--- config.mk ---
export PLATFORM = sky130hd
export DESIGN_NAME = kvc_crc_unit
export DESIGN_NICKNAME = d
export VERILOG_FILES = /design/src/hw/rtl/key_slot_vault_crc32_assert.svh /design/src/hw/rtl/kvc_pkg.sv /design/src/hw/rtl/kvc_crc_unit.sv
export SDC_FILE = /design/constraint.sdc
export NUM_CORES = 1
export LEC_CHECK = 0
export ABC_AREA = 1
export BUFFER_PORTS_ARGS = -buffer_cell sky130_fd_sc_hd__buf_2
export CAP_MARGIN = 25
export CORE_MARGIN = 3
export CORE_UTILIZATION = 44
export DETAILED_ROUTE_END_ITERATION = 8
export PLACE_DENSITY_LB_ADDON = 0.12
export SLEW_MARGIN = 20
export SYNTH_ARGS = -nofsm -noshare
export SYNTH_HDL_FRONTEND = slang
export SYNTH_SLANG_ARGS = --single-unit
--- constraint.sdc ---
create_clock -name vclk -period 0.8
set_input_delay 0.04 -clock vclk [all_inputs]
set_output_delay 0.04 -clock vclk [all_outputs]
set_load 0.02 [all_outputs]
--- src/hw/rtl/key_slot_vault_crc32_assert.svh ---
// ---------------------------------------------------------------------------
// Assertion macros for the key vault
// Concurrent checks that disappear when the design is synthesized.
// ---------------------------------------------------------------------------
`ifndef KEY_SLOT_VAULT_CRC32_ASSERT_SVH
`define KEY_SLOT_VAULT_CRC32_ASSERT_SVH
`ifndef SYNTHESIS
`define KVC_ASSERT_IMP(lbl, ante, cons) \
    lbl: assert property (@(posedge i_clk) disable iff (!i_rst_n) (ante) |-> (cons)) \
        else $error("key vault check failed");
`define KVC_ASSERT_NXT(lbl, ante, cons) \
    lbl: assert property (@(posedge i_clk) disable iff (!i_rst_n) (ante) |=> (cons)) \
        else $error("key vault check failed");
`else
`define KVC_ASSERT_IMP(lbl, ante, cons)
`define KVC_ASSERT_NXT(lbl, ante, cons)
`endif
`endif

--- src/hw/rtl/kvc_pkg.sv ---
// ---------------------------------------------------------------------------
// Key vault package
// Types, codes and the CRC-32 byte step shared by the vault modules.
// ---------------------------------------------------------------------------
package kvc_pkg;

    localparam logic [31:0] CRC_POLY = 32'hEDB88320;
    localparam logic [31:0] CRC_ONES = 32'hFFFFFFFF;

    localparam logic [2:0] REQ_FORMAT = 3'd0;
    localparam logic [2:0] REQ_WRITE  = 3'd1;
    localparam logic [2:0] REQ_READ   = 3'd2;
    localparam logic [2:0] REQ_DELETE = 3'd3;
    localparam logic [2:0] REQ_INFO   = 3'd4;

    localparam logic [2:0] RES_OK         = 3'd0;
    localparam logic [2:0] RES_BAD_SLOT   = 3'd1;
    localparam logic [2:0] RES_BAD_LENGTH = 3'd2;
    localparam logic [2:0] RES_IN_USE     = 3'd3;
    localparam logic [2:0] RES_NO_KEY     = 3'd4;
    localparam logic [2:0] RES_CRC        = 3'd5;

    localparam logic [1:0] SLOT_EMPTY   = 2'd0;
    localparam logic [1:0] SLOT_ACTIVE  = 2'd1;
    localparam logic [1:0] SLOT_REVOKED = 2'd2;

    typedef enum logic [5:0] {
        S_IDLE  = 6'b000001,
        S_WPAD  = 6'b000010,
        S_RSCAN = 6'b000100,
        S_RCHK  = 6'b001000,
        S_RREQ  = 6'b010000,
        S_RWAIT = 6'b100000
    } t_state;

    typedef struct packed {
        logic [2:0] req_type;
        logic [7:0] slot_id;
        logic [7:0] key_kind;
        logic [7:0] key_use;
        logic [7:0] key_length;
        logic [7:0] key_byte;
        logic       write_last;
    } t_req;

    typedef struct packed {
        logic [2:0]  result_status;
        logic [7:0]  out_byte;
        logic [5:0]  out_index;
        logic        out_last;
        logic [7:0]  out_type;
        logic [7:0]  out_usage;
        logic [6:0]  out_length;
        logic [31:0] out_crc;
    } t_rsp;

    // One byte of the reflected CRC-32, eight shift steps.
    function automatic logic [31:0] crc_byte(input logic [31:0] c, input logic [7:0] b);
        logic [31:0] x;
        x = c ^ {24'd0, b};
        for (int k = 0; k < 8; k++) begin
            x = x[0] ? ((x >> 1) ^ CRC_POLY) : (x >> 1);
        end
        return x;
    endfunction

endpackage

--- src/hw/rtl/kvc_crc_unit.sv ---
// ---------------------------------------------------------------------------
// CRC step unit
// Advances a CRC-32 register by one data byte; shared by write and read.
// ---------------------------------------------------------------------------
module kvc_crc_unit import kvc_pkg::*; (
    input  logic [31:0] i_crc,
    input  logic [7:0]  i_byte,
    output logic [31:0] o_crc
);
    assign o_crc = crc_byte(i_crc, i_byte);
endmodule

==> metrics.log, run 1 <==
[metrics] outcome: stopped before the end
[metrics] last step reached: clock tree synthesis (4_1_cts)
[metrics] tool error: [ERROR DPL-0038] Utilization greater than 100%, impossible to legalize
[metrics] Top Ports: 72
[metrics] share of synthesized area spent on multiplexers: 0%
[metrics] Routability Congestion: 0.837
[metrics] Cell Count Post-Placement: 387
[metrics] adder-cell share of the synthesized area: 0%
[metrics] post-synthesis share of cell area spent on and, or, nand and nor gates: 65.3%
[metrics] estimated wirelength of the detail-placed design: 3.86 mm
[metrics] buffers inserted during post-CTS setup optimization: 5
[metrics] Gates resized, CTS repair: 191
[metrics] synthesized net count: 297
[metrics] number of input and output port buffers inserted: 72
[metrics] Mapped Area: 1370 sq um
[metrics] hold bufs inserted after CTS: 0
[metrics] num rows: 19
[metrics] Avg Synthesized Cell Area: 5.35 sq um
[metrics] Initial Util: 48.2%
[metrics] Synthesis Warnings: 0
[metrics] Gate Count Post-Synth: 257
[metrics] die width: 61.9 um
[metrics] die outline height: 61.9 um
[metrics] XOR/XNOR share of the synthesized area: 23.1%
[metrics] fraction of the yosys area taken by sequential cells: 0%
[metrics] synthesized-area fraction occupied by ao, oa, aoi and oai cells: 0%
[metrics] main combinational cell family by area after synthesis: simple AND/OR/NAND/NOR gates
[metrics] post-synth cell types: 17
-- cell families after synthesis --
| logic type | after synthesis |
|---|---|
| XOR/XNOR | 33 |
| buffers and inverters | 41 |
| AND/OR/NAND/NOR | 183 |
-- cells in the mapped netlist --
| master | number | area [sq um] |
|---|---|---|
| inv_1 | 35 | 131 |
| or2_0 | 1 | 6.26 |
| inv_6 | 1 | 8.76 |
| nand2_4 | 11 | 124 |
| or2_1 | 1 | 6.26 |
| xnor2_2 | 1 | 16.3 |
| nand4_1 | 1 | 6.26 |
| nand2_1 | 122 | 458 |
| xor2_1 | 24 | 210 |
| nand3_2 | 1 | 10.0 |
| xnor3_1 | 1 | 22.5 |
| inv_2 | 5 | 18.8 |
| nand2_2 | 21 | 131 |
| xor2_2 | 1 | 16.3 |
| nand2_8 | 2 | 40.0 |
| nand3_1 | 23 | 115 |
| xnor2_1 | 6 | 52.6 |
-- metrics by stage --
| stage | cell area, sq um | util, % | setup TNS (ns) | hold WS, ns | setup slack [ns] |
|---|---|---|---|---|---|
| 3_3_place_gp | 2480 | 87.1 | -10.62 | 0.364 | -0.447 |
| 2_1_floorplan | 1880 | - | -0.569 | 0.145 | -0.0675 |
| 3_5_place_dp | 2480 | 87.1 | -11.66 | 0.368 | -0.474 |
==> run 2: changes to the inputs <==
CORE_AREA = 3 3 64 66   (was default)
CORE_MARGIN = default   (was 3)
CORE_UTILIZATION = default   (was 44)
DIE_AREA = 0 0 67 69   (was default)
PLACE_DENSITY_LB_ADDON = 0.15   (was 0.12)
clock period = 1 ns   (was 0.8 ns; I/O delays follow)
==> run 2 against run 1 <==
  * The flow now finishes, with violations (negative setup slack)
  * Synthesized area unchanged
  * Synthesized cell count did not move
==> metrics.log, run 2 <==
[metrics] number of antenna violations at the first check in global routing: 0
[metrics] post-synth cell types: 17 (unchanged)
[metrics] Top Ports: 72 (unchanged)
[metrics] power density over cell area: 916 nW/um^2
[metrics] Routed Antenna Nets: 0
[metrics] Initial DRT Pass Iterations: 6
[metrics] crit path cell chain: buf_8 -> inv_6 -> nand2_1 -> nand2_2 -> buf_6 -> nand3_1 -> nand3_2 -> nand2_2 -> nand2_2 -> nand2_2 -> buf_6
[metrics] largest net degree at the start of global routing: 9
[metrics] number of violations of the max-capacitance limit: 0
[metrics] measured slew at the worst slew-check pin: 0.171 ns
[metrics] top library cells by usage in the layout, fill and taps aside: nand2_1, nand2_2, nand2_4
[metrics] Slew Limit Headroom: 88.6%
[metrics] seq_cells: 0
[metrics] Final min period: 1.14 ns
[metrics] layout overhead on the synthesized area: 122%
[metrics] most numerous cell in the Yosys netlist: nand2_1
[metrics] FF+latch area: 0 sq um
[metrics] sink of the worst hold path: o_crc[7]
[metrics] number of hold-slack violations in the final timing report: 0
[metrics] fraction of the yosys area taken by sequential cells: 0% (unchanged)
[metrics] violated checks: negative setup slack
[metrics] final-report max-slew violation count: 0
[metrics] number of DRC markers in iteration 0: 92
[metrics] Total Die Area: 4620 sq um
[metrics] number of input and output port buffers inserted: 72 (unchanged)
[metrics] number of antenna cells inserted: 0
[metrics] vias per cell: 4.83
[metrics] top cells by instance count after synthesis: nand2_1, inv_1, xor2_1, nand3_1, nand2_2
[metrics] Avg Synthesized Cell Area: 5.35 sq um (unchanged)
[metrics] number of DRC violations after detailed routing: 0
[metrics] Synthesis Warnings: 0 (unchanged)
[metrics] area fraction of the dominant cell type after synthesis: 33.3% (unchanged)
[metrics] category of the worst setup path launch point: primary input
[metrics] depth of the worst hold-timing path: 3
[metrics] largest area contributor in the synthesized netlist: nand2_1
[metrics] Initial Util: 37.8% (-10 points)
[metrics] num rows: 22 (+3)
[metrics] most frequent standard cell in the layout excluding fill and tap cells: nand2_1
[metrics] RSZ-0062 raised after global routing: true
[metrics] final wirelength: 5.70 mm
[metrics] Worst Slack Setup Final: -0.144 ns
[metrics] worst min-delay path startpoint: i_crc[15]
[metrics] synthesized net count: 297 (unchanged)
[metrics] gate family responsible for the most delay along the worst path: simple AND/OR/NAND/NOR gates
[metrics] highest fanout seen on the critical path: 3
[metrics] worst setup path category: in2out
[metrics] fraction of the cycle the final worst path needs: 114%
[metrics] cell occurring most often along the worst timing path: nand2_2
[metrics] Mapped Area: 1370 sq um (unchanged)
[metrics] fraction of layout cells with a size suffix above 1: 68.2%
[metrics] die outline height: 69 um (+12%)
[metrics] Worst IR Drop VDD: 592 uV
[metrics] capturing element type of the critical path: output port
[metrics] Gate Count Post-Synth: 257 (unchanged)
[metrics] via count of the routed design: 1980
[metrics] Final Core Density: 83.8%
[metrics] Core ar.: 3630 sq um
[metrics] slowest stage cell, crit path: nand2_2
[metrics] required time at the worst-slack endpoint: 0.95 ns
[metrics] arrival time at the worst endpoint: 1.09 ns
[metrics] main area contributors after synthesis: nand2_1, xor2_1, inv_1, nand2_2, nand2_4
[metrics] setup slack at placement: -0.241 ns (+0.233 ns)
[metrics] die width: 67 um (+8.3%)
[metrics] Hold WC Path Type: in2out
[metrics] Routability Congestion: 0.797 (-4.7%)
[metrics] max incr delay on CP: 0.13 ns
[metrics] routed len/inst: 13.9 um
[metrics] post-route setup TNS: -2.15 ns
[metrics] Max Clock Freq: 0.874 GHz
[metrics] buffers plus inverters on the worst setup path: 4
[metrics] GRT Resource Usage Total: 20.1%
[metrics] Static Leak: 1.67 nW
[metrics] estimated wirelength of the detail-placed design: 3.22 mm (-17%)
[metrics] vias in the first global route: 1906
[metrics] Setup Viol. Count Final: 25
[metrics] number of clock buffers in the layout: 0
[metrics] net count reported at finish: 404
[metrics] global-route wire length before repair: 7.77 mm
[metrics] global-route congestion overflow total: 0
[metrics] outcome: finished, violations left
[run 2: what timing repair did]
action | in CTS | in global routing
resized for setup | 186 | 73
setup buffers | 3 | 3
pin swaps | 62 | 45
endpoints found under the setup margin | 27 | 27
hold buffers | 0 | 0
[run 2: routing by layer]
metal	wire length, um	part of all wire, %	vias up	track usage (%)
met2	3150	55	67	37.6
met3	300	5.3	16	1.95
met5	0	0	-	0
met4	129	2.3	0	3.38
met1	2120	37	934	24.3
li1	-	-	963	-
[run 2: area by class of cell]
type | instances | area (sq um)
Multi-Input combinational cell | 216 | 1830
Timing Repair Buffer | 105 | 936
Fill cell | 208 | 589
Inverter | 41 | 216
Tap cell | 48 | 60.1
[run 2: kinds of logic (layout without fill, tap and decap cells)]
group / after synthesis / in the layout / synth area share (%)
buf+inv: 41 / 146 / 11.6
simple gates: 183 / 183 / 65.3
xor+xnor: 33 / 33 / 23.1
[run 2: worst max path at each step]
stage,startpoint,to,slack (ns),depth (start not counted)
floorplan,i_crc[7],o_crc[26],0.006,11
global placement,i_byte[1],o_crc[19],-0.20,11
detailed placement,i_byte[1],o_crc[24],-0.24,11
CTS,i_byte[0],o_crc[26],-0.12,13
global route,i_crc[4],o_crc[20],-0.26,11
finish,i_crc[5],o_crc[19],-0.14,11
[run 2: report_power, final]
part / internal, W / total [W] / switching [W]
registers: 0 / 0 / 0
clock network: 0 / 0 / 0
logic: 0.00125 / 0.00279 / 0.00154
[run 2: worst min-delay path, stage by stage]
cell and delay, ns:
buf_2 0.10, xor2_2 0.06, buf_6 0.12
[run 2: stage by stage]
stage,total power [W],area [sq um],std cells,hold WS (ns)
2_1_floorplan,0.00122,1390,257,0.194
3_3_place_gp,0.00185,2030,404,0.383
3_5_place_dp,0.00186,2030,404,0.385
4_1_cts,0.00247,2710,407,0.381
5_1_grt,0.00297,3040,410,0.399
6_report,0.00279,3040,410,0.378
No activity file was read; power rests on OpenSTA's default activity.
